<file path="src/rtl/vtpp_pkg.sv">
// Types and constants shared by the vertex projector modules.
package vtpp_pkg;

    localparam int NROW     = 4;                 // matrix rows and vertex components
    localparam int VERT_W   = 16;                // Q3.12 vertex component
    localparam int COEF_W   = 12;                // Q1.10 coefficient
    localparam int ROW_W    = NROW * COEF_W;     // packed coefficient row
    localparam int PROD_W   = VERT_W + COEF_W;   // one Q.22 product
    localparam int T_W      = PROD_W + 2;        // sum of four products
    localparam int CAM_W    = 16;
    localparam int FOCAL_W  = 10;
    localparam int CENTRE_W = 24;
    localparam int CBYTE_W  = 8;
    localparam int CAM_SH   = 10;                // Q4.12 -> Q.22 alignment
    localparam int D_S_W    = T_W + 1;           // signed divisor before the sign test
    localparam int D_W      = 29;                // positive divisor magnitude
    localparam int DEN_W    = D_W + 1;           // doubled divisor
    localparam int P_W      = 40;                // t * focal, signed
    localparam int NUM_W    = 40;                // 2*|t*focal| + d
    localparam int Q_W      = 16;                // quotient bits before saturation
    localparam int QB_W     = $clog2(Q_W);
    localparam int CMP_W    = DEN_W + Q_W;       // divisor shifted to the top bit
    localparam int NLANE    = 3;
    localparam int VOX_W    = 16;
    localparam int R_W      = Q_W + 2;           // signed quotient plus centre

    localparam int CFG_IDX_W  = 3;
    localparam int CFG_DATA_W = ROW_W;

    // register indices
    localparam logic [CFG_IDX_W-1:0] REG_ROW_X  = 3'd0;
    localparam logic [CFG_IDX_W-1:0] REG_ROW_Y  = 3'd1;
    localparam logic [CFG_IDX_W-1:0] REG_ROW_Z  = 3'd2;
    localparam logic [CFG_IDX_W-1:0] REG_ROW_W  = 3'd3;
    localparam logic [CFG_IDX_W-1:0] REG_CAMERA = 3'd4;
    localparam logic [CFG_IDX_W-1:0] REG_FOCAL  = 3'd5;
    localparam logic [CFG_IDX_W-1:0] REG_CENTRE = 3'd6;

    localparam logic [CAM_W-1:0]   CAM_RESET   = 16'd16384;
    localparam logic [FOCAL_W-1:0] FOCAL_RESET = 10'd64;

    // row order inside cfg_t.rows
    localparam int ROW_X = 0;
    localparam int ROW_Y = 1;
    localparam int ROW_Z = 2;
    localparam int ROW_W_IDX = 3;

    // lane order: 0 -> voxel_x (w'), 1 -> voxel_y (-y'), 2 -> voxel_z (-x')
    localparam logic signed [VOX_W-1:0] VOX_MAX = 16'sh7FFF;
    localparam logic signed [VOX_W-1:0] VOX_MIN = -16'sh8000;

    typedef struct packed {
        logic [NROW-1:0][ROW_W-1:0] rows;
        logic [CAM_W-1:0]           cam_dist;
        logic [FOCAL_W-1:0]         focal;
        logic [CENTRE_W-1:0]        centre;
    } cfg_t;

    typedef struct packed {
        logic [NUM_W-1:0] rem;
        logic [Q_W-1:0]   quo;
        logic             neg;
        logic             sat;
    } lane_t;

    typedef struct packed {
        lane_t [NLANE-1:0] lane;
        logic [DEN_W-1:0]  den;
        logic              behind;
    } dv_t;

endpackage

</file>
<file path="src/rtl/vtpp_persp.sv">
// Divisor and focal scaling, then numerator/denominator set-up for the divider.
module vtpp_persp (
    input  logic                                         aclk,
    input  logic                                         aresetn,
    input  vtpp_pkg::cfg_t                               cfg,
    input  logic                                         in_valid,
    output logic                                         in_ready,
    input  logic [vtpp_pkg::NROW-1:0][vtpp_pkg::T_W-1:0] t_in,
    output logic                                         out_valid,
    input  logic                                         out_ready,
    output vtpp_pkg::dv_t                                dv_out
);

    localparam int NL = vtpp_pkg::NLANE;

    logic [1:0] v_reg;
    logic [2:0] adv;

    logic signed [vtpp_pkg::D_S_W-1:0] d_reg, d_next;
    logic signed [vtpp_pkg::P_W-1:0]   p_reg  [NL];
    logic signed [vtpp_pkg::P_W-1:0]   p_next [NL];
    vtpp_pkg::dv_t                      dv_reg, dv_next;

    assign adv[2]    = out_ready;
    assign adv[1]    = !v_reg[1] || adv[2];
    assign adv[0]    = !v_reg[0] || adv[1];
    assign in_ready  = adv[0];
    assign out_valid = v_reg[1];
    assign dv_out    = dv_reg;

    always_comb begin
        logic signed [vtpp_pkg::P_W-1:0]   f;
        logic [vtpp_pkg::T_W-1:0]          tsel [NL];
        logic [vtpp_pkg::CAM_W+vtpp_pkg::CAM_SH:0] cam_al;
        cam_al  = {1'b0, cfg.cam_dist, {vtpp_pkg::CAM_SH{1'b0}}};
        d_next  = vtpp_pkg::D_S_W'($signed(t_in[vtpp_pkg::ROW_Z]))
                + vtpp_pkg::D_S_W'($signed(cam_al));
        f       = vtpp_pkg::P_W'($signed({1'b0, cfg.focal}));
        tsel[0] = t_in[vtpp_pkg::ROW_W_IDX];
        tsel[1] = t_in[vtpp_pkg::ROW_Y];
        tsel[2] = t_in[vtpp_pkg::ROW_X];
        for (int l = 0; l < NL; l++) begin
            p_next[l] = vtpp_pkg::P_W'($signed(tsel[l])) * f;
        end
    end

    always_comb begin
        logic [vtpp_pkg::P_W-1:0] mag;
        logic [vtpp_pkg::D_W-1:0] d_mag;
        d_mag         = d_reg[vtpp_pkg::D_W-1:0];
        dv_next.behind = d_reg[vtpp_pkg::D_S_W-1] || (d_reg == '0);
        dv_next.den   = {d_mag, 1'b0};
        for (int l = 0; l < NL; l++) begin
            mag = p_reg[l][vtpp_pkg::P_W-1] ? vtpp_pkg::P_W'(-p_reg[l])
                                             : vtpp_pkg::P_W'(p_reg[l]);
            dv_next.lane[l].rem = {mag[vtpp_pkg::NUM_W-2:0], 1'b0}
                                + vtpp_pkg::NUM_W'(d_mag);
            dv_next.lane[l].quo = '0;
            dv_next.lane[l].sat = 1'b0;
            // lane 0 keeps the sign of w', lanes 1 and 2 are negated
            if (l == 0) begin
                dv_next.lane[l].neg = p_reg[l][vtpp_pkg::P_W-1];
            end else begin
                dv_next.lane[l].neg = !p_reg[l][vtpp_pkg::P_W-1] && (p_reg[l] != '0);
            end
        end
    end

    always_ff @(posedge aclk) begin
        if (!aresetn) begin
            v_reg <= '0;
        end else begin
            if (adv[0]) v_reg[0] <= in_valid;
            if (adv[1]) v_reg[1] <= v_reg[0];
        end
    end

    always_ff @(posedge aclk) begin
        if (adv[0]) begin
            d_reg <= d_next;
            p_reg <= p_next;
        end
        if (adv[1]) dv_reg <= dv_next;
    end

endmodule

</file>
<file path="config.mk">
export PLATFORM = sky130hd
export DESIGN_NAME = vtpp_persp
export DESIGN_NICKNAME = d
export VERILOG_FILES = /design/src/rtl/vtpp_pkg.sv /design/src/rtl/vtpp_persp.sv
export SDC_FILE = /design/constraint.sdc
export NUM_CORES = 2
export LEC_CHECK = 0
export BUFFER_PORTS_ARGS = -buffer_cell sky130_fd_sc_hd__buf_2
export CAP_MARGIN = 20
export CORE_MARGIN = 5
export CORE_UTILIZATION = 45
export CTS_CLUSTER_DIAMETER = 30
export DETAILED_ROUTE_END_ITERATION = 16
export PLACE_DENSITY = 0.74
export SYNTH_ARGS = -nofsm -noshare
export SYNTH_HDL_FRONTEND = slang
export SYNTH_SLANG_ARGS = --single-unit
</file>
<file path="constraint.sdc">
create_clock -name aclk -period 9 [get_ports aclk]
set_input_delay 0.9 -clock aclk [delete_from_list [all_inputs] [get_ports aclk]]
set_output_delay 0.9 -clock aclk [all_outputs]
set_load 0.05 [all_outputs]
</file>
=== Word level (Yosys, flattened, before mapping) ===
Index checks and enable logic that the tools add are counted.

* Multipliers: 3
* Shifts and indexed selects: 0
* Muxes and demuxes: 3
* Eq/ne operators: 0
* Bitwise logic cells: 0
* Magnitude comparators: 0
* Div/mod/pow operators: 0
* Add/sub/neg operators: 7
* Reduce and logical (&&, ||, !) cells: 12

{| class="wikitable"
|+ Operators by type and width
! cell !! count
|-
| adder 40 x 29 -> 40 bit || 3
|-
| multiplier 30 x 11 -> 40 bit || 3
|-
| two-way mux 39 bit || 3
|-
| negator 39 bit || 3
|-
| nonzero test 40 bit || 2
|-
| adder 30 x 27 -> 31 bit || 1
|-
| logical NOT 31 bit || 1
|-
| logical NOT 1 bit || 4
|-
| logical OR 1 bit || 3
|-
| logical AND 1 bit || 2
|}

* Output and inout bits: 207
* Memory bits (read-only): 0
* Latch bits: 0
* RAM bits: 0
* Flip-flop bits (word level): 306
* Memories: 0
* Input bits: 366
* Word-level logic and storage cells: 39

=== Logic depth before layout (Yosys ltp) ===
* Depth in word-level cells: 3
* Mapped depth: 25

=== Worst setup path before layout ===
No wires, ideal clock.

* Path kind: input -> register
* Start point: input cfg[30] (netlist name)
* End point: register p_reg[38] (netlist name) (data pin)
* Stages on the path: 23
* Arrival time: 6.460 ns
* Path slack: 2.274 ns
* Setup time: 0.266 ns
* Path through: clkbuf_1 clkbuf_1 clkbuf_1 nand2_1 fa_1 fa_1 fa_1 inv_1 fa_1 inv_1 fa_1 inv_1 ha_1 a21oi_1 o21ai_0 or3_1 o21a_1 a41o_1 a41oi_1 a21bo_2 o21ai_0 o41ai_1 xnor2_1

{| class="wikitable"
|+ RTL lines
! item !! line !! RTL
|-
| from (decl) || vtpp_persp.sv:5 || <nowiki>input vtpp_pkg::cfg_t cfg,</nowiki>
|-
| to (signal assigned) || vtpp_persp.sv:81 || <nowiki>p_reg <= p_next;</nowiki>
|-
| to (decl) || vtpp_persp.sv:20 || <nowiki>logic signed [vtpp_pkg::P_W-1:0] p_reg [NL];</nowiki>
|}

==> impl_metrics.xml <==
<?xml version="1.0" encoding="UTF-8"?>
<metrics>
  <group name="status">
    <metric name="outcome" unit="">finished, final reports clean</metric>
  </group>
  <group name="worst_setup_path">
    <metric name="crit_fanout" unit="">47</metric>
    <metric name="crit_path_cell_trace" unit="">buf_2 &gt; buf_12 &gt; buf_4 &gt; nand2_1 &gt; fa_1 &gt; inv_1 &gt; fa_1 &gt; fa_1 &gt; fa_1 &gt; inv_1 &gt; fa_1 &gt; inv_1 &gt; ha_1 &gt; a21o_1 &gt; a21o_1 &gt; a21oi_1 &gt; o21ai_0 &gt; o21ai_0 &gt; a21oi_1 &gt; o31ai_1 &gt; o21bai_1 &gt; a21oi_1 &gt; xnor2_1</metric>
    <metric name="worst-setup-path-type" unit="">in2reg</metric>
    <metric name="critPathCaptureType" unit="">flip-flop</metric>
    <metric name="crit_path_top_delay_cell" unit="">sky130_fd_sc_hd__fa_1</metric>
    <metric name="critical_path.top_delay_family" unit="">adder cells</metric>
    <metric name="worst_setup_path_start_kind" unit="">primary input</metric>
    <metric name="worstPathBufferInverterCount" unit="">6</metric>
    <metric name="worst_path_most_repeated_cell" unit="">sky130_fd_sc_hd__fa_1</metric>
    <metric name="critPathMaxStageDelay" unit="ns">0.53</metric>
    <metric name="cp.arrival" unit="ns">7.51</metric>
    <metric name="worst_path_required_time" unit="ns">9.35</metric>
  </group>
  <group name="grt">
    <metric name="via_count_of_the_first_global_routing_pass" unit="">37317</metric>
    <metric name="grt_max_degree" unit="">78</metric>
    <metric name="global_route_wire_length_before_repair" unit="microns">199000</metric>
    <metric name="antenna_found_initial" unit="">54</metric>
    <metric name="overflow" unit="">0</metric>
    <metric name="grt.total_usage" unit="%">21.4</metric>
  </group>
  <group name="route">
    <metric name="dr.pass1.iters" unit="">5</metric>
    <metric name="avgViaCountPerCell" unit="">5.26</metric>
    <metric name="post-route-drc-count" unit="">0</metric>
    <metric name="final_wirelength" unit="microns">122000</metric>
    <metric name="dr.max_layer_used" unit="">met5</metric>
    <metric name="initialDrtViolationCount" unit="">2323</metric>
    <metric name="post_drt_wl_per_cell" unit="microns">18.0</metric>
    <metric name="met2RoutedLength" unit="microns">55900</metric>
    <metric name="routed-wl-met3" unit="microns">11100</metric>
    <metric name="vias" unit="">35788</metric>
    <metric name="routedLengthMet1" unit="microns">51200</metric>
    <metric name="antenna_violating_nets_post_route" unit="">0</metric>
  </group>
  <group name="logic_synthesis">
    <metric name="synth_top_cells_by_area" unit="">sky130_fd_sc_hd__fa_1 32%, sky130_fd_sc_hd__edfxtp_1 19%, sky130_fd_sc_hd__ha_1 9.3%</metric>
    <metric name="yosys_warnings" unit="">0</metric>
    <metric name="yosys.area.top_type" unit="">sky130_fd_sc_hd__fa_1</metric>
    <metric name="synth_area_per_cell" unit="sq um">9.44</metric>
    <metric name="synth-main-ff-cell" unit="">sky130_fd_sc_hd__edfxtp_1</metric>
    <metric name="yosysSeqAreaShare" unit="%">18.7</metric>
    <metric name="synth.most_common_cell" unit="">sky130_fd_sc_hd__inv_1</metric>
    <metric name="async_reset_ff_share" unit="%">0</metric>
    <metric name="synth_enable_flop_cells" unit="">301</metric>
    <metric name="fraction_of_post_synthesis_cell_area_in_the_top_cell_type_by_area" unit="%">31.5</metric>
    <metric name="synth_area" unit="sq mm">0.0486</metric>
    <metric name="synth.distinct_cells" unit="">81</metric>
    <metric name="ys_ff_latch" unit="">303</metric>
    <metric name="synth.top_cells.by_count" unit="">954 x sky130_fd_sc_hd__inv_1, 766 x sky130_fd_sc_hd__fa_1, 583 x sky130_fd_sc_hd__nand2_1, 471 x sky130_fd_sc_hd__and2_1, 361 x sky130_fd_sc_hd__ha_1</metric>
    <metric name="postSynthCellCount" unit="">5152</metric>
  </group>
  <group name="clock_tree">
    <metric name="cts_tree" unit="">yes</metric>
    <metric name="clk_pin_slew_worst_paths" unit="ns">0.05</metric>
    <metric name="htree_num_levels" unit="">2</metric>
    <metric name="cts_resized" unit="">0</metric>
    <metric name="clkSinkCount" unit="">303</metric>
    <metric name="cts_hold_bufs" unit="">0</metric>
    <metric name="cts_inserted_buffers" unit="">54</metric>
    <metric name="cts_root_buf" unit="">sky130_fd_sc_hd__clkbuf_16</metric>
    <metric name="cts_buffer_depth" unit="">3</metric>
    <metric name="worstSkewPairLatency" unit="ns">0.61</metric>
    <metric name="post_cts_buffers" unit="">0</metric>
  </group>
  <group name="floorplan">
    <metric name="die-height" unit="microns">339</metric>
    <metric name="floorplan.die_area" unit="sq mm">0.115</metric>
    <metric name="fp-row-count" unit="">120</metric>
    <metric name="die_w" unit="microns">339</metric>
    <metric name="initial_utilization" unit="%">45.3</metric>
    <metric name="core-area" unit="sq mm">0.107</metric>
    <metric name="ioPinCount" unit="">573</metric>
  </group>
  <group name="sta">
    <metric name="final_worst_path_cycle_share" unit="%">79.5</metric>
    <metric name="final-max-slew-violation-count" unit="">0</metric>
    <metric name="fin_skew" unit="ns">0.0264</metric>
    <metric name="rsz0062_at_grt" unit="">no</metric>
    <metric name="hold_viol" unit="">0</metric>
    <metric name="relative_max_transition_margin" unit="%">28.3</metric>
    <metric name="clock.fmax" unit="GHz">0.140</metric>
    <metric name="finalSetupViolCount" unit="">0</metric>
    <metric name="timing.setup.tns" unit="ns">0</metric>
    <metric name="final.min_clock_period" unit="ns">7.16</metric>
    <metric name="tightest_slew" unit="ns">1.07</metric>
  </group>
  <group name="finish">
    <metric name="area_growth" unit="%">9.48</metric>
    <metric name="final_layout_size_suffix_gt1_share" unit="%">8.73</metric>
    <metric name="layout.cell_area.non_filler" unit="sq mm">0.0532</metric>
    <metric name="final_net_count" unit="">6822</metric>
    <metric name="largest_register_ffs" unit="">150</metric>
  </group>
  <group name="placed_design">
    <metric name="port-buffer-count" unit="">304</metric>
    <metric name="dpl_cell_area" unit="sq mm">0.0512</metric>
    <metric name="dp.final_hpwl" unit="microns">99900</metric>
    <metric name="place.gp.congestion" unit="">0.913</metric>
  </group>
  <group name="worst_hold_path">
    <metric name="hold_path_class" unit="">in2reg</metric>
  </group>
  <group name="run">
    <metric name="drv_cap" unit="">0</metric>
  </group>
</metrics>
layout make-up:
type / count / area [sq um]
clock inverter: 45 / 574
timing repair buffer: 341 / 1870
fill: 9772 / 54000
tap: 1403 / 1760
sequential: 303 / 9080
antenna: 28 / 70.1
clock buffer: 57 / 1360
multi-input combinational: 3675 / 34900
inverter: 954 / 3590
per-stage QoR:
step                std cells  hold WS, ns  utilization (%)  setup slack [ns]
finish                   6806        0.469             49.6              1.84
global route             6788        0.444             49.6              1.56
CTS                      6778        0.435             49.6              2.00
detailed placement       6676        0.496             47.8              1.40
global placement         6676        0.479             47.8              1.45
floorplan                5203        0.424                -              2.27
worst register-to-register path, stage by stage (launching register included):
cell	delay, ns
sky130_fd_sc_hd__edfxtp_1	0.46
sky130_fd_sc_hd__nor4_1	0.50
sky130_fd_sc_hd__and2_1	0.33
sky130_fd_sc_hd__nand2_1	0.13
sky130_fd_sc_hd__o41ai_1	0.34
sky130_fd_sc_hd__xnor2_1	0.23
sky130_fd_sc_hd__ha_1	0.33
sky130_fd_sc_hd__and4_1	0.18
sky130_fd_sc_hd__nand2_1	0.09
sky130_fd_sc_hd__nor4_1	0.06
sky130_fd_sc_hd__a211oi_1	0.41
sky130_fd_sc_hd__nor2b_1	0.17
sky130_fd_sc_hd__a311oi_1	0.51
sky130_fd_sc_hd__o311ai_1	0.28
sky130_fd_sc_hd__a221oi_1	0.84
sky130_fd_sc_hd__nor3_1	0.15
sky130_fd_sc_hd__o22a_1	0.20
worst paths after layout:
check,from,cells past startpoint,end,slack (ns)
max,cfg[31],23,p_reg[118],1.84
min,t_in[60],1,d_reg[0],0.47
min reg2reg,d_reg[0],0,dv_out[49],0.50
max reg2reg,p_reg[82],16,dv_out[83],3.54
layout by cell type, fill, tap and decap left out, types with 28 or more instances in the layout:
master,count
sky130_fd_sc_hd__nor2b_1,31
sky130_fd_sc_hd__o31ai_1,47
sky130_fd_sc_hd__nor2_1,146
sky130_fd_sc_hd__xnor2_1,273
sky130_fd_sc_hd__and2_1,471
sky130_fd_sc_hd__clkbuf_16,54
sky130_fd_sc_hd__xor2_1,70
sky130_fd_sc_hd__a21o_1,103
sky130_fd_sc_hd__ha_1,361
sky130_fd_sc_hd__conb_1,52
sky130_fd_sc_hd__diode_2,28
sky130_fd_sc_hd__o21ai_0,128
sky130_fd_sc_hd__nand2b_1,32
sky130_fd_sc_hd__edfxtp_1,301
sky130_fd_sc_hd__inv_1,953
sky130_fd_sc_hd__o21a_1,37
sky130_fd_sc_hd__buf_2,302
sky130_fd_sc_hd__a21oi_1,163
sky130_fd_sc_hd__buf_4,34
sky130_fd_sc_hd__nand3_1,58
sky130_fd_sc_hd__nand2_1,582
sky130_fd_sc_hd__fa_1,766
sky130_fd_sc_hd__nor3_1,39
kinds of logic after synthesis:
group                    Yosys count  share of synthesized area (%)
AO/OA/AOI/OAI                    640                           8.67
buffers and inverters           1225                           9.89
flip-flops                       303                           18.7
adder cells (fa/ha/maj)         1127                           40.8
other                              1                        0.00771
AND/OR/NAND/NOR                 1511                           15.7
multiplexers                       2                         0.0412
XOR/XNOR                         343                           6.18
routing by layer:
layer	up-vias	track usage, %
met2	1202	34.6
met4	42	6.76
met3	252	5.60
met5	-	0
li1	16577	-
met1	17715	28.2
Power is left out: the tool's default activity adds up to more than one toggle a clock period on the data nets, which glitch-free logic cannot reach.
