--- src/rtl/vtpp_pkg.sv ---
// Types and constants shared by the vertex projector modules.
package vtpp_pkg;

    localparam int NROW     = 4;                 // matrix rows and vertex components
    localparam int VERT_W   = 16;                // Q3.12 vertex component
    localparam int COEF_W   = 12;                // Q1.10 coefficient
    localparam int ROW_W    = NROW * COEF_W;     // packed coefficient row
    localparam int PROD_W   = VERT_W + COEF_W;   // one Q.22 product
    localparam int T_W      = PROD_W + 2;        // sum of four products
    localparam int CAM_W    = 16;
    localparam int FOCAL_W  = 10;
    localparam int CENTRE_W = 24;
    localparam int CBYTE_W  = 8;
    localparam int CAM_SH   = 10;                // Q4.12 -> Q.22 alignment
    localparam int D_S_W    = T_W + 1;           // signed divisor before the sign test
    localparam int D_W      = 29;                // positive divisor magnitude
    localparam int DEN_W    = D_W + 1;           // doubled divisor
    localparam int P_W      = 40;                // t * focal, signed
    localparam int NUM_W    = 40;                // 2*|t*focal| + d
    localparam int Q_W      = 16;                // quotient bits before saturation
    localparam int QB_W     = $clog2(Q_W);
    localparam int CMP_W    = DEN_W + Q_W;       // divisor shifted to the top bit
    localparam int NLANE    = 3;
    localparam int VOX_W    = 16;
    localparam int R_W      = Q_W + 2;           // signed quotient plus centre

    localparam int CFG_IDX_W  = 3;
    localparam int CFG_DATA_W = ROW_W;

    // register indices
    localparam logic [CFG_IDX_W-1:0] REG_ROW_X  = 3'd0;
    localparam logic [CFG_IDX_W-1:0] REG_ROW_Y  = 3'd1;
    localparam logic [CFG_IDX_W-1:0] REG_ROW_Z  = 3'd2;
    localparam logic [CFG_IDX_W-1:0] REG_ROW_W  = 3'd3;
    localparam logic [CFG_IDX_W-1:0] REG_CAMERA = 3'd4;
    localparam logic [CFG_IDX_W-1:0] REG_FOCAL  = 3'd5;
    localparam logic [CFG_IDX_W-1:0] REG_CENTRE = 3'd6;

    localparam logic [CAM_W-1:0]   CAM_RESET   = 16'd16384;
    localparam logic [FOCAL_W-1:0] FOCAL_RESET = 10'd64;

    // row order inside cfg_t.rows
    localparam int ROW_X = 0;
    localparam int ROW_Y = 1;
    localparam int ROW_Z = 2;
    localparam int ROW_W_IDX = 3;

    // lane order: 0 -> voxel_x (w'), 1 -> voxel_y (-y'), 2 -> voxel_z (-x')
    localparam logic signed [VOX_W-1:0] VOX_MAX = 16'sh7FFF;
    localparam logic signed [VOX_W-1:0] VOX_MIN = -16'sh8000;

    typedef struct packed {
        logic [NROW-1:0][ROW_W-1:0] rows;
        logic [CAM_W-1:0]           cam_dist;
        logic [FOCAL_W-1:0]         focal;
        logic [CENTRE_W-1:0]        centre;
    } cfg_t;

    typedef struct packed {
        logic [NUM_W-1:0] rem;
        logic [Q_W-1:0]   quo;
        logic             neg;
        logic             sat;
    } lane_t;

    typedef struct packed {
        lane_t [NLANE-1:0] lane;
        logic [DEN_W-1:0]  den;
        logic              behind;
    } dv_t;

endpackage

--- src/rtl/vtpp_saturate.sv ---
// Sign, centre offset and 16-bit saturation into the output register.
module vtpp_saturate (
    input  logic                                          aclk,
    input  logic                                          aresetn,
    input  logic [vtpp_pkg::CENTRE_W-1:0]                 centre,
    input  logic                                          in_valid,
    output logic                                          in_ready,
    input  vtpp_pkg::dv_t                                 dv_in,
    output logic                                          out_valid,
    input  logic                                          out_ready,
    output logic [vtpp_pkg::NLANE-1:0][vtpp_pkg::VOX_W-1:0] voxel,
    output logic                                          behind
);

    localparam int NL = vtpp_pkg::NLANE;

    logic v_reg;
    logic [NL-1:0][vtpp_pkg::VOX_W-1:0] vox_reg, vox_next;
    logic behind_reg, behind_next;

    assign in_ready  = !v_reg || out_ready;
    assign out_valid = v_reg;
    assign voxel     = vox_reg;
    assign behind    = behind_reg;

    always_comb begin
        logic [vtpp_pkg::CBYTE_W-1:0] c;
        logic signed [vtpp_pkg::R_W-1:0] q;
        logic signed [vtpp_pkg::R_W-1:0] r;
        behind_next = dv_in.behind;
        for (int l = 0; l < NL; l++) begin
            c = centre[l*vtpp_pkg::CBYTE_W +: vtpp_pkg::CBYTE_W];
            q = $signed({2'b00, dv_in.lane[l].quo});
            r = (dv_in.lane[l].neg ? -q : q) + $signed(vtpp_pkg::R_W'(c));
            if (dv_in.behind) begin
                vox_next[l] = vtpp_pkg::VOX_W'(c);
            end else if (dv_in.lane[l].sat) begin
                vox_next[l] = dv_in.lane[l].neg ? vtpp_pkg::VOX_MIN : vtpp_pkg::VOX_MAX;
            end else if (r > vtpp_pkg::R_W'(vtpp_pkg::VOX_MAX)) begin
                vox_next[l] = vtpp_pkg::VOX_MAX;
            end else if (r < vtpp_pkg::R_W'(vtpp_pkg::VOX_MIN)) begin
                vox_next[l] = vtpp_pkg::VOX_MIN;
            end else begin
                vox_next[l] = r[vtpp_pkg::VOX_W-1:0];
            end
        end
    end

    always_ff @(posedge aclk) begin
        if (!aresetn) begin
            v_reg <= 1'b0;
        end else if (in_ready) begin
            v_reg <= in_valid;
        end
    end

    always_ff @(posedge aclk) begin
        if (in_ready) begin
            vox_reg    <= vox_next;
            behind_reg <= behind_next;
        end
    end

endmodule

--- config.mk ---
export PLATFORM = sky130hd
export DESIGN_NAME = vtpp_saturate
export DESIGN_NICKNAME = d
export VERILOG_FILES = /design/src/rtl/vtpp_pkg.sv /design/src/rtl/vtpp_saturate.sv
export SDC_FILE = /design/constraint.sdc
export NUM_CORES = 1
export LEC_CHECK = 0
export ABC_AREA = 1
export BUFFER_PORTS_ARGS = -buffer_cell sky130_fd_sc_hd__clkbuf_2
export CORE_ASPECT_RATIO = 0.6
export CORE_MARGIN = 8
export CORE_UTILIZATION = 47
export DETAILED_ROUTE_END_ITERATION = 8
export PLACE_DENSITY = 0.82
export SLEW_MARGIN = 0
export SYNTH_ARGS = -nofsm -noshare
export SYNTH_HDL_FRONTEND = slang
export SYNTH_SLANG_ARGS = --single-unit
--- constraint.sdc ---
create_clock -name aclk -period 5 [get_ports aclk]
set_clock_uncertainty 0.2 [all_clocks]
set_input_delay 1 -clock aclk [delete_from_list [all_inputs] [get_ports aclk]]
set_output_delay 1 -clock aclk [all_outputs]
set_load 0.005 [all_outputs]
-- Word level (Yosys, flattened, before mapping)
Cells that the tools add are included.
- word-level logic and storage cells: 40
- output and inout port bits: 51
- register bits after elaboration: 50
- add/sub/neg operators: 6
- reduce and logical (&&, ||, !) cells: 2
- mux-type cells: 18
- $lt $le $gt $ge: 6
- operators with widths (operator ; count):
    $mux W16 ; 12
    $add A18 B9 Y18 ; 3
    $gt A18 B16 Y1 const B ; 3
    $lt A18 B16 Y1 const B ; 3
    $mux W18 ; 3
    $neg A16 Y18 ; 3
    $mux W8 ; 3
    $logic_not A1 Y1 ; 1
    $logic_or A1 B1 Y1 ; 1

-- Logic depth before layout (Yosys ltp)
Gate-level depths: netlist of the first run.
- depth in word-level cells: 8
- gate-level depth with buffers: 24
- mapped depth without buffers: 24

-- Least setup slack after synthesis of the first run
Ideal clock, no wire load.
- kind: input -> register
- from: in dv_in[90] (netlist bit)
- to: reg vox_reg, in the netlist voxel[24] (data pin)
- library setup time: 0.270 ns
- cell stages on the path: 15
- slack: 1.159 ns
- arrival time: 3.371 ns
- cell sequence: buf_2 -> buf_2 -> o21ai_0 -> inv_1 -> fa_1 -> o21ai_1 -> nand4_1 -> nand2_1 -> nand3_2 -> nor2_4 -> nand3_1 -> nand2_1 -> nand2_1 -> a21oi_2 -> a21oi_1
- cells in the longest elaborated chain, start to end: 6
- elaborated cells between the ends (all ways): 8
- classes of those cells: add/sub: 1; order compare: 2; mux: 5
- RTL lines (item ; line ; source):
    from (decl) ; vtpp_saturate.sv:8 ; input vtpp_pkg::dv_t dv_in,
    $mux W18 ; vtpp_saturate.sv:34 ; r = (dv_in.lane[l].neg ? -q : q) + $signed(vtpp_pkg::R_W'(c));
    $add A18 B9 Y18 ; vtpp_saturate.sv:34 ;
    $lt A18 B16 Y1 ; vtpp_saturate.sv:41 ; end else if (r < vtpp_pkg::R_W'(vtpp_pkg::VOX_MIN)) begin
    $mux W16 ; vtpp_saturate.sv:41 ;
    $mux W16 ; vtpp_saturate.sv:39 ; end else if (r > vtpp_pkg::R_W'(vtpp_pkg::VOX_MAX)) begin
    $mux W16 * ; vtpp_saturate.sv:37 ; end else if (dv_in.lane[l].sat) begin
    to (signal assigned) ; vtpp_saturate.sv:59 ; vox_reg <= vox_next;
    to (decl) ; vtpp_saturate.sv:18 ; logic [NL-1:0][vtpp_pkg::VOX_W-1:0] vox_reg, vox_next;
Mark *: on every way between the ends. The rest lies on a longest branch, timed or not.
A chain may end at the register's enable or synchronous reset.

==> results of run 1 <==
-- where the power goes --
group	total (µW)	leakage, µW	switching, µW	internal (µW)
Clock	384	0.0000810	147	237
Combinational	566	0.00268	351	215
Sequential	531	0.000537	18.8	512
Total	1480	0.00330	517	965
-- routing by layer --
metal	track usage	vias to the layer above	wire length [µm]
met1	0.284	2507	7600
met3	0.0385	10	1440
met4	0.0169	0	75
met2	0.271	235	6000
met5	0	-	0
li1	-	2891	-
-- worst max-delay path, cell delays in order --
cell      delay [ns]
clkbuf_2        0.31
inv_1           0.15
a21oi_1         0.17
xor2_1          0.21
ha_1            0.33
inv_1           0.10
o21ai_0         0.13
nand3_1         0.11
nand3_1         0.14
a21oi_1         0.43
nor2_2          0.14
nand2_1         0.16
nand2_1         0.07
nand2_1         0.06
nand2_1         0.08
nand2_2         0.24
nand3_1         0.12
a21oi_1         0.20
-- Yosys cell counts, drive strengths merged, types with 5 or more instances --
master  number
a21oi       71
xnor2       18
edfxtp      49
buf         10
ha          27
inv        112
nand3b       9
a31oi        6
nand3       76
nand4        9
xor2        37
nand2      252
clkbuf       5
o21ai       19
nor2       101
nor3         5
-- how the worst min path moves through the flow --
stage	start	to	slack [ns]	cells past startpoint
floorplan	dv_in[0]	behind$_DFFE_PP_	0.90	0
global placement	out_valid$_SDFFE_PN0P_	behind$_DFFE_PP_	0.75	2
detailed placement	out_valid$_SDFFE_PN0P_	voxel[14]$_SDFFCE_PP0P_	0.76	2
CTS	aresetn	out_valid$_SDFFE_PN0P_	0.75	2
global route	aresetn	out_valid$_SDFFE_PN0P_	0.75	2
finish	in_valid	out_valid$_SDFFE_PN0P_	0.76	3
-- metrics by stage --
| step | power (µW) | cell area, µm² | utilization | instances |
|---|---|---|---|---|
| finish | 1480 | 6550 | 0.553 | 1109 |
| global route | 1570 | 6550 | 0.553 | 1109 |
| global placement | 1080 | 6380 | 0.539 | 1101 |
| detailed placement | 1100 | 6380 | 0.539 | 1101 |
| floorplan | 921 | 5600 | - | 817 |
| CTS | 1480 | 6550 | 0.553 | 1109 |
-- kinds of logic after synthesis --
family                     Yosys count  share of synthesized area
AOI/OAI and AO/OA                  102                      0.104
xor gates and xnor gates            55                     0.0861
adders and majority gates           30                     0.0711
buffers and inverters              127                     0.0926
DFF                                 50                      0.267
and+or+nand+nor                    453                      0.380
-- final cells by class --
type                    instances  area, µm²  share of cell area
clock inverters                 2       38.8             0.00592
repair buffers                134        673               0.103
clock buffers                   6        129              0.0197
multi-input cells             640       3590               0.548
flip-flops and latches         50       1490               0.228
well taps                     165        206              0.0315
inverters                     112        420              0.0642
==> flow_results.org, run 1 <==
** Drt
- For this run, the detailed router's first-pass iteration total came to 5.
- Wire length reported by the detailed router :: ~15000 µm
- Via-to-Cell Ratio :: 5.09
- Total via count after detailed routing :: between 5000 and 6000
- The count of nets left with antenna violations once routing finished came out at 0.
- The detailed router finished its first iteration with approximately 570 violations.
- Remaining DRCs :: 0
- Dividing the detail-routed wire length by the instance count gives roughly 14 µm.

** STA
- Fin Setup TNS :: 0 ns
- Hold timing on the final database bottoms out at a slack of 0.756 ns.
- Total setup violations reported at the end of the flow :: 0
- Hold violation count in the final report :: 0
- Slew Limit Headroom :: 0.445
- Final period util :: 0.845
- Static timing analysis puts the maximum clock frequency at around 240 MHz.
- Final min period :: between 4 and 5 ns
- Setup repair after global routing missed its margin :: false
- At the pin with the least slew margin, the transition time is between 0.8 and 0.9 ns.
- After layout, the worst setup slack is between 0.7 and 0.8 ns.
- Number of max-slew violations in the final report :: 0

** CTS
- In this run, CTS created clock tree buffers numbering 5.
- Clock transition time at the flip-flop clock pins of the worst setup and hold paths :: roughly 0.070 ns
- Worst-skew pair later-pin latency :: around 0.28 ns
- CTS Root Cell :: clkbuf_16
- Once the clock tree was built, the setup fixing pass inserted 0 buffers.
- Number of gates resized after cts :: 0
- Clk sink count :: 50
- Clk buf depth :: 2
- The H-tree was split into 2 levels.
- Number of hold buffers added after CTS :: 0
- TritonCTS clock tree :: built

** Setup path
- Worst-path maximum fanout :: 20
- CP Launch Type :: input port
- Beginning of the worst register-to-register path :: out_valid$_SDFFE_PN0P_
- The worst register-to-register path ends at voxel[39]$_DFFE_PP_.
- STA classifies the critical path endpoint as a flop.
- Crit path from :: dv_in[148]
- Register-to-Register Path Depth :: 2
- Setup slack on the worst flop-to-flop path :: 3.49 ns
- Required time of the critical path :: approximately 4.9 ns
- The most critical setup path has its endpoint at voxel[35]$_DFFE_PP_.
- The worst setup path is of the in2reg kind.
- Data on the critical path arrives at its endpoint at between 4 and 5 ns.

** Floorplan
- Num rows :: 31
- Measured along the x axis, the die boundary spans 157 µm.
- The floorplan step defined a die boundary enclosing approximately 0.016 mm².
- Vertical die dimension :: approximately 100 µm
- Starting density of the core :: 0.473
- Core Region :: 0.0118 mm²
- Pin placement for this block handled between 200 and 300 I/O pins.

** Yosys
- Mean instance size in the synthesized netlist :: between 6 and 7 µm²
- Cell count after synthesis :: between 800 and 900
- Yosys warnings :: 0
- Mapped Area :: about 0.0056 mm²
- After synthesis, the cell types taking the most area are edfxtp_1 (26%), nand2_1 (15%), inv_1 (7.2%).
- Of the post-synthesis cell area, the dominant cell type holds 0.263.
- Synthesis inferred 50 register bits.
- Cell taking the most area after synthesis :: edfxtp_1
- After synthesis, the share of flip-flops with an asynchronous set or reset is 0.
- Unique cell type count in the Yosys netlist :: 39
- Most instantiated flip-flop cell in the synthesis netlist :: edfxtp_1
- Sequential share of the synthesized area :: 0.267
- The synthesized design contains between 40 and 50 enable-type register cells.
- Net Count, Synth :: between 1000 and 1500

** Cells and area
- The final layout contains roughly 1200 nets.
- Number of filler cells placed in the layout :: approximately 1100
- P&R area growth vs syn :: 17.0%
- 0 antenna diodes ended up in the layout.
- Of the cells placed in the final design, the portion with a size suffix greater than 1 is 0.230.
- The register with the most flip-flops in the layout has between 40 and 50 of them.
- Commonest non-fill, non-tap cells in the layout :: nand2_1 (216), clkbuf_2 (133), inv_1 (107)
- The library cell used most frequently in the layout, excluding fill and tap cells, is nand2_1.

** Power
- VDD sags by at most 0.124 mV.
- PwrDens :: 226 mW/mm²
- Standby leakage power :: ~0.0033 µW

** Placed design
- Port Buffer Count :: roughly 130
- The congestion estimate from routability-driven global placement came to around 0.95.
- Once detailed placement completed, the half-perimeter wirelength came to 12600 µm.
- Post-Place Setup Slack :: between 0.6 and 0.7 ns

** Outcome
- Status :: finished, final reports clean

** Hold path
- Type of the tightest min-delay check :: in2reg

** GRT
- The initial antenna violation count is 0.
- Maximum number of pins on one net before global-route repair :: 52
- For this run the aggregate overflow at the end of global routing stands at 0.
- Vias in the first global route :: ~5100
- The first global-routing pass estimated 24200 µm of wire.
- Total global-route track usage :: 0.187

** Job
- Max capacitance violation total :: 0
Note: power is estimated with default switching activity, not from simulation.
==> run 2: changes to the inputs <==
clock period = 4.4 ns   (was 5 ns; I/O delays follow)
==> run 2 against run 1 <==
Compared with the run above: sequential power grew 14%; die area is the same; sequential share of layout area shrank 0.16 points; critical path depth grew 2; via count grew 0.71%; first-iteration DRC count shrank 17%; flip-flop and latch count is the same; register-to-register slack lost 0.60 ns; critical endpoint is now voxel[36]$_DFFE_PP_.
==> flow_results.org, run 2 (same netlist as run 1, synthesis figures left out) <==
** Outcome
- The flow ran to the end, and the final reports show no timing, DRC or antenna violations.

** Setup path
- Worst setup EP type :: flop
- Startpoint-to-endpoint class of the critical path :: in2reg
- For flop-to-flop paths, the worst setup slack is 2.89 ns.
- Worst-path maximum fanout :: 13
- STA puts the critical path data arrival time at 3.91 ns.
- The worst setup path is launched from an input port.
- Register-to-Register Path Depth :: 2
- Data on the critical path is required at its endpoint by between 4 and 5 ns.
- The startpoint identified for the worst register-to-register timing path is out_valid$_SDFFE_PN0P_.
- The worst register-to-register path ends at voxel[26]$_SDFFCE_PP0P_.

** Power
- Of the total power, the clock network draws 0.258.
- Summed over all nets, the switching power comes to 589 µW.
- Share of power burned in registers :: 0.357
- Power consumption :: 1690 µW
- IR analysis of the VDD net gives a maximum drop of ~0.14 mV.
- P_int :: between 1000 and 1500 µW
- Of the total power, the share spent switching nets is 0.348.
- PwrDens :: between 200 and 300 mW/mm²
- Summed over all cells, the static leakage comes to 0.00332 µW.
- The share of total power dissipated in combinational logic is 0.385.

** Cells and area
- Fill cells in the final layout number around 1100.
- In the final design database the tool counted 1212 nets.
- Relative to the synthesized area, the layout overhead comes to 17.8%.
- The register with the most flip-flops in the layout has 48 of them.
- Most common library cell in the layout ignoring fill and taps :: nand2_1
- Once layout is complete, the cells apart from fillers number between 1000 and 1500.
- In the layout the commonest cells are nand2_1 (216), clkbuf_2 (133), inv_1 (107).
- Fraction of layout instances using a drive strength above 1 :: 0.235

** Drt
- Iter 0 DRT Violations :: approximately 480
- In the routed design, unresolved DRC markers number 0.
- Wire length reported by the detailed router :: between 15000 and 20000 µm
- Using the TritonRoute via totals, the vias-per-cell ratio works out to 5.09.
- Routed length per placed instance :: ~14 µm
- In this run the remaining antenna-violating nets after routing total 0.
- The routed layout has 5683 vias.
- The first detailed-routing pass ran for 5 iterations.

** Placed design
- Port Buffer Count :: ~130
- Detail Placement HPWL :: 12700 µm
- Post-Place Setup Slack :: between 0.1 and 0.15 ns
- Number of placed instances with taps included :: ~1100
- The congestion estimate from routability-driven global placement came to just under 1.

** CTS
- The H-tree was split into 2 levels.
- Counting along the longest clock path gives a buffer depth of 2.
- After clock tree synthesis, the clock-pin slew on the worst setup and hold paths is approximately 0.070 ns.
- CTS Root Cell :: clkbuf_16
- Clock tree synthesis inserted a total of 5 buffers.
- TritonCTS clock tree :: built
- Number of gates resized after cts :: 0
- For this design, the CTS-stage hold fixing added 0 buffers.
- Once the clock tree was built, the setup fixing pass inserted 0 buffers.
- Worst-skew pair later-pin latency :: 0.28 ns
- Clock tree synthesis found a total of 50 sinks.

** STA
- Slew at the pin with the worst max-slew slack :: roughly 0.83 ns
- Setup total negative slack on the finished layout was measured at 0 ns.
- The final hold violation count is 0.
- In this run the tightest slew margin relative to its limit is 0.448.
- Setup slack on the critical path of the routed design comes to roughly 0.33 ns.
- Maximum achievable frequency :: between 200 and 250 MHz
- Setup repair after global routing left no endpoint under its margin.
- Number of max-slew violations in the final report :: 0
- Total setup violations reported at the end of the flow :: 0
- In the finished design, the share of the clock period the worst path needs comes to 0.925.
- The clock period could shrink to 4.07 ns.

** Hold path
- The worst hold path terminates at out_valid$_SDFFE_PN0P_.
- Along the worst hold path, the cell count comes to 3.
- Type of the tightest min-delay check :: in2reg
- The startpoint identified for the worst hold timing path is in_valid.

** Floorplan
- Num rows :: 31
- The die is roughly 100 µm tall.
- Core Region :: around 0.012 mm²
- Area of the die :: around 0.016 mm²
- The initial utilization of the core area, before any placement, comes to 0.473.
- Horiz. Die Dim :: about 160 µm
- Number of top-level pins :: between 200 and 300

** GRT
- The initial antenna violation count was 0.
- Vias in the first global route :: slightly above 5000
- Gr busiest metal :: met1
- In the global route stage, met3 resource usage came out at 0.0402.
- The first global-routing pass estimated 24300 µm of wire.
- Total global-route track usage :: 0.189
- For this run, global-route usage on met2 was measured as 0.263.
- Entering global routing, the biggest net connects between 50 and 60 pins.
- Met1 track utilization from global routing :: 0.293
- Overflow left after global routing :: 0

** Job
- Max-cap violations in this run came to 0.
run 2: cell types whose count changed in the layout (fill, tap and decap cells not counted):
cell,delta
diode_2,+1
buf_4,+6
clkinv_4,-1
clkinvlp_4,+1
run 2: power groups by stage:
stage                     Sequential (µW)  Combinational (µW)  Clock, µW
final                                 603                 651        436
after global routing                  607                 732        467
after CTS                             603                 647        445
after detailed placement              613                 642          0
after global placement                612                 629          0
after floorplan                       612                 435          0
run 2: area by class of cell:
type | count | area [µm²] | area share
Clock buffer | 6 | 129 | 0.0195
Sequential cell | 50 | 1490 | 0.226
Timing Repair Buffer | 140 | 718 | 0.109
Clock inverter | 2 | 37.5 | 0.00569
Antenna cell | 1 | 2.50 | 0.000380
Tap cell | 165 | 206 | 0.0313
Inverter | 112 | 420 | 0.0638
Multi-Input combinational cell | 640 | 3590 | 0.544
run 2: worst max-delay path by stage:
stage / startpoint / endpoint / slack [ns] / cells after the start
finish: dv_in[149] / voxel[36]$_DFFE_PP_ / 0.33 / 20
global route: dv_in[149] / voxel[43]$_SDFFCE_PP0P_ / 0.09 / 20
CTS: dv_in[149] / voxel[46]$_SDFFCE_PP0P_ / 0.41 / 20
detailed placement: dv_in[149] / voxel[46]$_SDFFCE_PP0P_ / 0.14 / 20
global placement: dv_in[149] / voxel[43]$_SDFFCE_PP0P_ / 0.26 / 19
floorplan: dv_in[90] / voxel[24]$_SDFFCE_PP0P_ / 0.68 / 15
run 2: worst max-delay path, cell delays in order:
cell,delay [ns]
clkbuf_2,0.11
inv_1,0.06
ha_1,0.24
a21oi_1,0.20
xor2_1,0.27
ha_1,0.27
inv_1,0.09
o21ai_0,0.26
nand3_1,0.11
nand3_1,0.15
a21oi_1,0.09
buf_4,0.16
nor2_2,0.19
nand2_1,0.14
nand2_1,0.08
nand2_1,0.05
nand2_1,0.10
nand2_2,0.20
nand3b_1,0.17
a21oi_1,0.09
run 2: per-stage QoR:
| step | hold slack (ns) | util | instance area, µm² |
|---|---|---|---|
| 2_1_floorplan | 0.779 | - | 5600 |
| 3_3_place_gp | 0.767 | 0.543 | 6420 |
| 3_5_place_dp | 0.772 | 0.543 | 6420 |
| 4_1_cts | 0.626 | 0.557 | 6590 |
| 5_1_grt | 0.625 | 0.557 | 6590 |
| 6_report | 0.627 | 0.557 | 6590 |
run 2: metal layers:
layer | vias up | share of wire
li1 | 2905 | -
met2 | 254 | 0.39
met5 | - | 0
met3 | 14 | 0.089
met4 | 0 | 0.0096
met1 | 2510 | 0.51
==> run 3: changes to the inputs <==
ABC_AREA = unset   (was 1)
CORE_UTILIZATION = 46   (was 47)
PLACE_DENSITY = 0.88   (was 0.82)
==> run 3 against run 2 <==
Compared with the run above: count of clock-buffer cells in the layout unchanged; final area up 4.6%; non-clock buffer count grew 79; die area decreased by 3.0%; largest cell class unchanged; core utilization grew 5.5 points; sequential power about the same; critical endpoint is now voxel[4]$_DFFE_PP_.
==> flow_results.org, run 3 <==
** Drt
- Count of antenna-violating nets left after detailed routing :: 0
- Via-to-Cell Ratio :: between 5 and 6
- The detailed router placed 5434 vias in this run.
- Wire length reported by the detailed router :: roughly 15000 µm
- TritonRoute pass-1 iters :: 7
- For this run, design rule violations remaining after detail routing come to 0.
- Routed length per placed instance :: 16.0 µm
- In this run, the number of DRC markers left after iteration 0 of detailed routing was a little under 400.

** Placed design
- Detail Placement HPWL :: ~13000 µm
- Port Buffer Count :: 133
- Placer Congestion :: slightly above 0.9
- Number of placed instances with taps included :: roughly 950
- Prior to clock tree synthesis, the placed netlist has a worst setup slack of -0.222 ns.

** Power
- Share of power burned in registers :: 0.352
- Standby leakage power :: between 0.002 and 0.003 µW
- Power spread over the standard cell area amounts to between 200 and 250 mW/mm².
- P_int :: roughly 1200 µW
- Part of the power in combinational logic :: 0.422
- Switching power share of the total :: 0.329
- P_sw :: approximately 570 µW
- Peak supply drop :: between 0.1 and 0.15 mV
- Of the total power, the clock network draws 0.226.

** Cells and area
- Leaving out fill and tap cells, the most frequent cell in the layout is clkbuf_2.
- P&R area growth vs syn :: 30.4%
- Final instance count without filler cells :: 953
- Layout Nets :: roughly 1100
- Of the cells placed in the final design, the portion with a size suffix greater than 1 is 0.329.
- Commonest non-fill, non-tap cells in the layout :: clkbuf_2 (133), buf_4 (85), nand2_1 (52)
- After filler insertion, the fill cell instance count of the layout stands at about 980.
- Number of diodes added for antenna fixing :: 0
- The register with the most flip-flops in the layout has 48 of them.

** Floorplan
- The die covers between 0.015 and 0.02 mm².
- The initialized floorplan defines 30 standard-cell rows.
- Core Region :: approximately 0.011 mm²
- In this run the horizontal extent of the chip is between 150 and 200 µm.
- Number of top-level pins :: 284
- For this configuration, the core starts out at a cell density of 0.470.
- In this run the vertical extent of the chip is approximately 99 µm.

** Yosys
- Counting every instance in the synthesized netlist gives about 600.
- The share of the Yosys chip area taken by registers is 0.282.
- By instance count, the leading cell after synthesis is nand2_1.
- The biggest area contributor in the post-synthesis netlist is edfxtp_1.
- Most instantiated flip-flop cell in the synthesis netlist :: edfxtp_1
- Each instance of the synthesized netlist takes up on average 8.79 µm².
- During synthesis, Yosys emitted a total of 0 warnings.
- Proportion of netlist area held by the largest area contributor :: 0.278
- Summing every instance area after synthesis gives 0.00529 mm².
- Net Count, Synth :: a little under 900
- After synthesis, the share of flip-flops with an asynchronous set or reset is 0.
- Commonest cells in the netlist :: nand2_1 (52), edfxtp_1 (49), nor2_1 (46)
- The synthesized design contains a little under 50 enable-type register cells.
- The synthesized design contains 50 register bits.
- Sorting the synthesized cells by area gives the leading types as edfxtp_1 (28%), xnor2_1 (6.6%), ha_1 (6.4%).
- Unique cell type count in the Yosys netlist :: 80

** CTS
- The clock reaches the later pin of the worst-skew pair after roughly 0.29 ns.
- Gates resized during post-CTS repair numbered 0.
- TritonCTS clock tree :: built
- Setup fix buffers added after clock tree synthesis :: 0
- CTS saw 50 sinks.
- CTS built an H-tree with a depth of 2.
- The number of hold buffers added after CTS was 0.
- Clk buf depth :: 2
- CTS buffer count :: 5
- CTS Root Cell :: clkbuf_16
- Clock-pin slew was measured on the worst setup and hold paths at about 0.070 ns.

** STA
- The final hold violation count came to 0.
- Slew Limit Headroom :: 0.536
- Slew at the pin with the worst max-slew slack :: 0.679 ns
- Across all setup checks in the final design, the least slack found is about 0.14 ns.
- Setup violations remaining at the end of the flow were counted as 0.
- Dividing the final minimum period by the clock period gives 0.968.
- Maximum achievable frequency :: 235 MHz
- The worst path needs roughly 4.3 ns of the cycle, external delays included.
- The final max-slew violation count is 0.

** Setup path
- Worst setup EP type :: flop
- Measured in cells, the most critical reg-to-reg path has a length of 2.
- By instance count, the cell type seen most on the critical path is ha_1.
- Arr. time, crit path :: between 4 and 5 ns
- Cell chain of the critical path :: clkbuf_2, inv_1, ha_1, or4b_4, o21ai_1, xnor2_1, ha_1, o21ai_0, a21oi_2, o21a_1, and2_1, a2111oi_1, buf_4, a311oi_4, a2111oi_4, buf_6, a221oi_1
- Of all nets on the critical path, the largest fanout is 8.
- The slowest stage of the critical path belongs to the cell or4b_4.
- The worst setup path is of the in2reg kind.
- Crit path from :: dv_in[34]
- STA classifies the critical path startpoint as an input port.
- On the worst path, the slowest cell contributes a delay of approximately 0.50 ns.
- In this design, the largest share of critical-path delay is due to compound AO/OA/AOI/OAI gates.
- Counting both buffers and inverters, the worst setup path holds a total of 4.
- Depth of the critical timing path with buffers and inverters included :: 17
- STA puts the critical path data required time at between 4 and 5 ns.
- Beginning of the worst register-to-register path :: out_valid$_SDFFE_PN0P_

** GRT
- Total global-route track usage :: 0.192
- Overflow left after global routing :: 0
- Gr busiest metal :: met2
- Fraction of met3 tracks used by global routing :: 0.0384
- First-pass GRT wire length :: roughly 25000 µm
- The via count of the first global-routing pass is 5130.
- Maximum number of pins on one net before global-route repair :: 51
- For this run, global-route usage on met2 was measured as 0.322.
- Antenna violations before repair :: 0
- Met1 track utilization from global routing :: 0.253

** Job
- Max-cap violations in this run came to 0.

** Hold path
- The startpoint identified for the worst hold timing path is in_valid.
- Counting instances, the worst hold path has a depth of 3.
- Type of the tightest min-delay check :: in2reg

** Outcome
- The run finished with clean final reports.
## run 3: changes by cell type in the layout (fill, tap and decap cells not counted), sizes merged, moves of 11 or more
| cell | delta |
|---|---|
| a21oi | -41 |
| a2bb2oi | +12 |
| buf | +79 |
| inv | -77 |
| nand2 | -200 |
| nand2b | +24 |
| nand3 | -68 |
| nor2 | -55 |
| o21ai | +24 |
| o31ai | +16 |
| o41ai | +12 |
| or3 | +16 |
| or4 | +11 |
| xnor2 | +22 |
## run 3: cell families after synthesis
kind of cell | count (synthesis) | share of synthesized area
AOI/OAI and AO/OA | 193 | 0.282
xor gates and xnor gates | 67 | 0.111
adders and majority gates | 30 | 0.0752
buffers and inverters | 57 | 0.0419
DFF | 50 | 0.282
muxes | 1 | 0.00189
and+or+nand+nor | 204 | 0.206
## run 3: final timing paths
kind,end,slack [ns]
max,voxel[4]$_DFFE_PP_,0.14
min,out_valid$_SDFFE_PN0P_,0.62
min reg2reg,behind$_DFFE_PP_,0.82
max reg2reg,voxel[23]$_DFFE_PP_,2.86
## run 3: worst min-delay path, cell delays in order
cell,delay [ns]
clkbuf_2,0.08
inv_1,0.04
a21boi_0,0.07
## run 3: power by group through the flow
| stage | registers (µW) | logic (µW) | clock network, µW |
|---|---|---|---|
| after floorplan | 624 | 408 | 0 |
| after global placement | 615 | 688 | 0 |
| after detailed placement | 616 | 710 | 0 |
| after CTS | 606 | 715 | 397 |
| after global routing | 613 | 800 | 419 |
| final | 606 | 726 | 389 |
## run 3: per-layer routing
| metal | vias up | part of all wire |
|---|---|---|
| met4 | 0 | 0.012 |
| met3 | 18 | 0.070 |
| met5 | - | 0 |
| met1 | 2506 | 0.45 |
| met2 | 194 | 0.46 |
| li1 | 2716 | - |
## run 3: layout make-up
cell class,instances,area (µm²),share of cell area
Clock buffer,6,139,0.0201
Clock inverter,2,12.5,0.00181
Inverter,37,139,0.0201
Multi-Input combinational cell,495,3620,0.525
Sequential cell,50,1490,0.216
Tap cell,144,180,0.0261
Timing Repair Buffer,219,1320,0.191
## run 3: through the flow
stage / total power (µW) / instance area (µm²) / utilization / TNS, ns / hold slack, ns
floorplan: 1030 / 5290 / - / 0 / 0.779
global placement: 1300 / 6700 / 0.595 / -1.43 / 0.809
detailed placement: 1330 / 6700 / 0.595 / -2.81 / 0.824
CTS: 1720 / 6850 / 0.609 / 0 / 0.623
global route: 1830 / 6900 / 0.613 / -0.0393 / 0.634
finish: 1720 / 6900 / 0.613 / 0 / 0.621
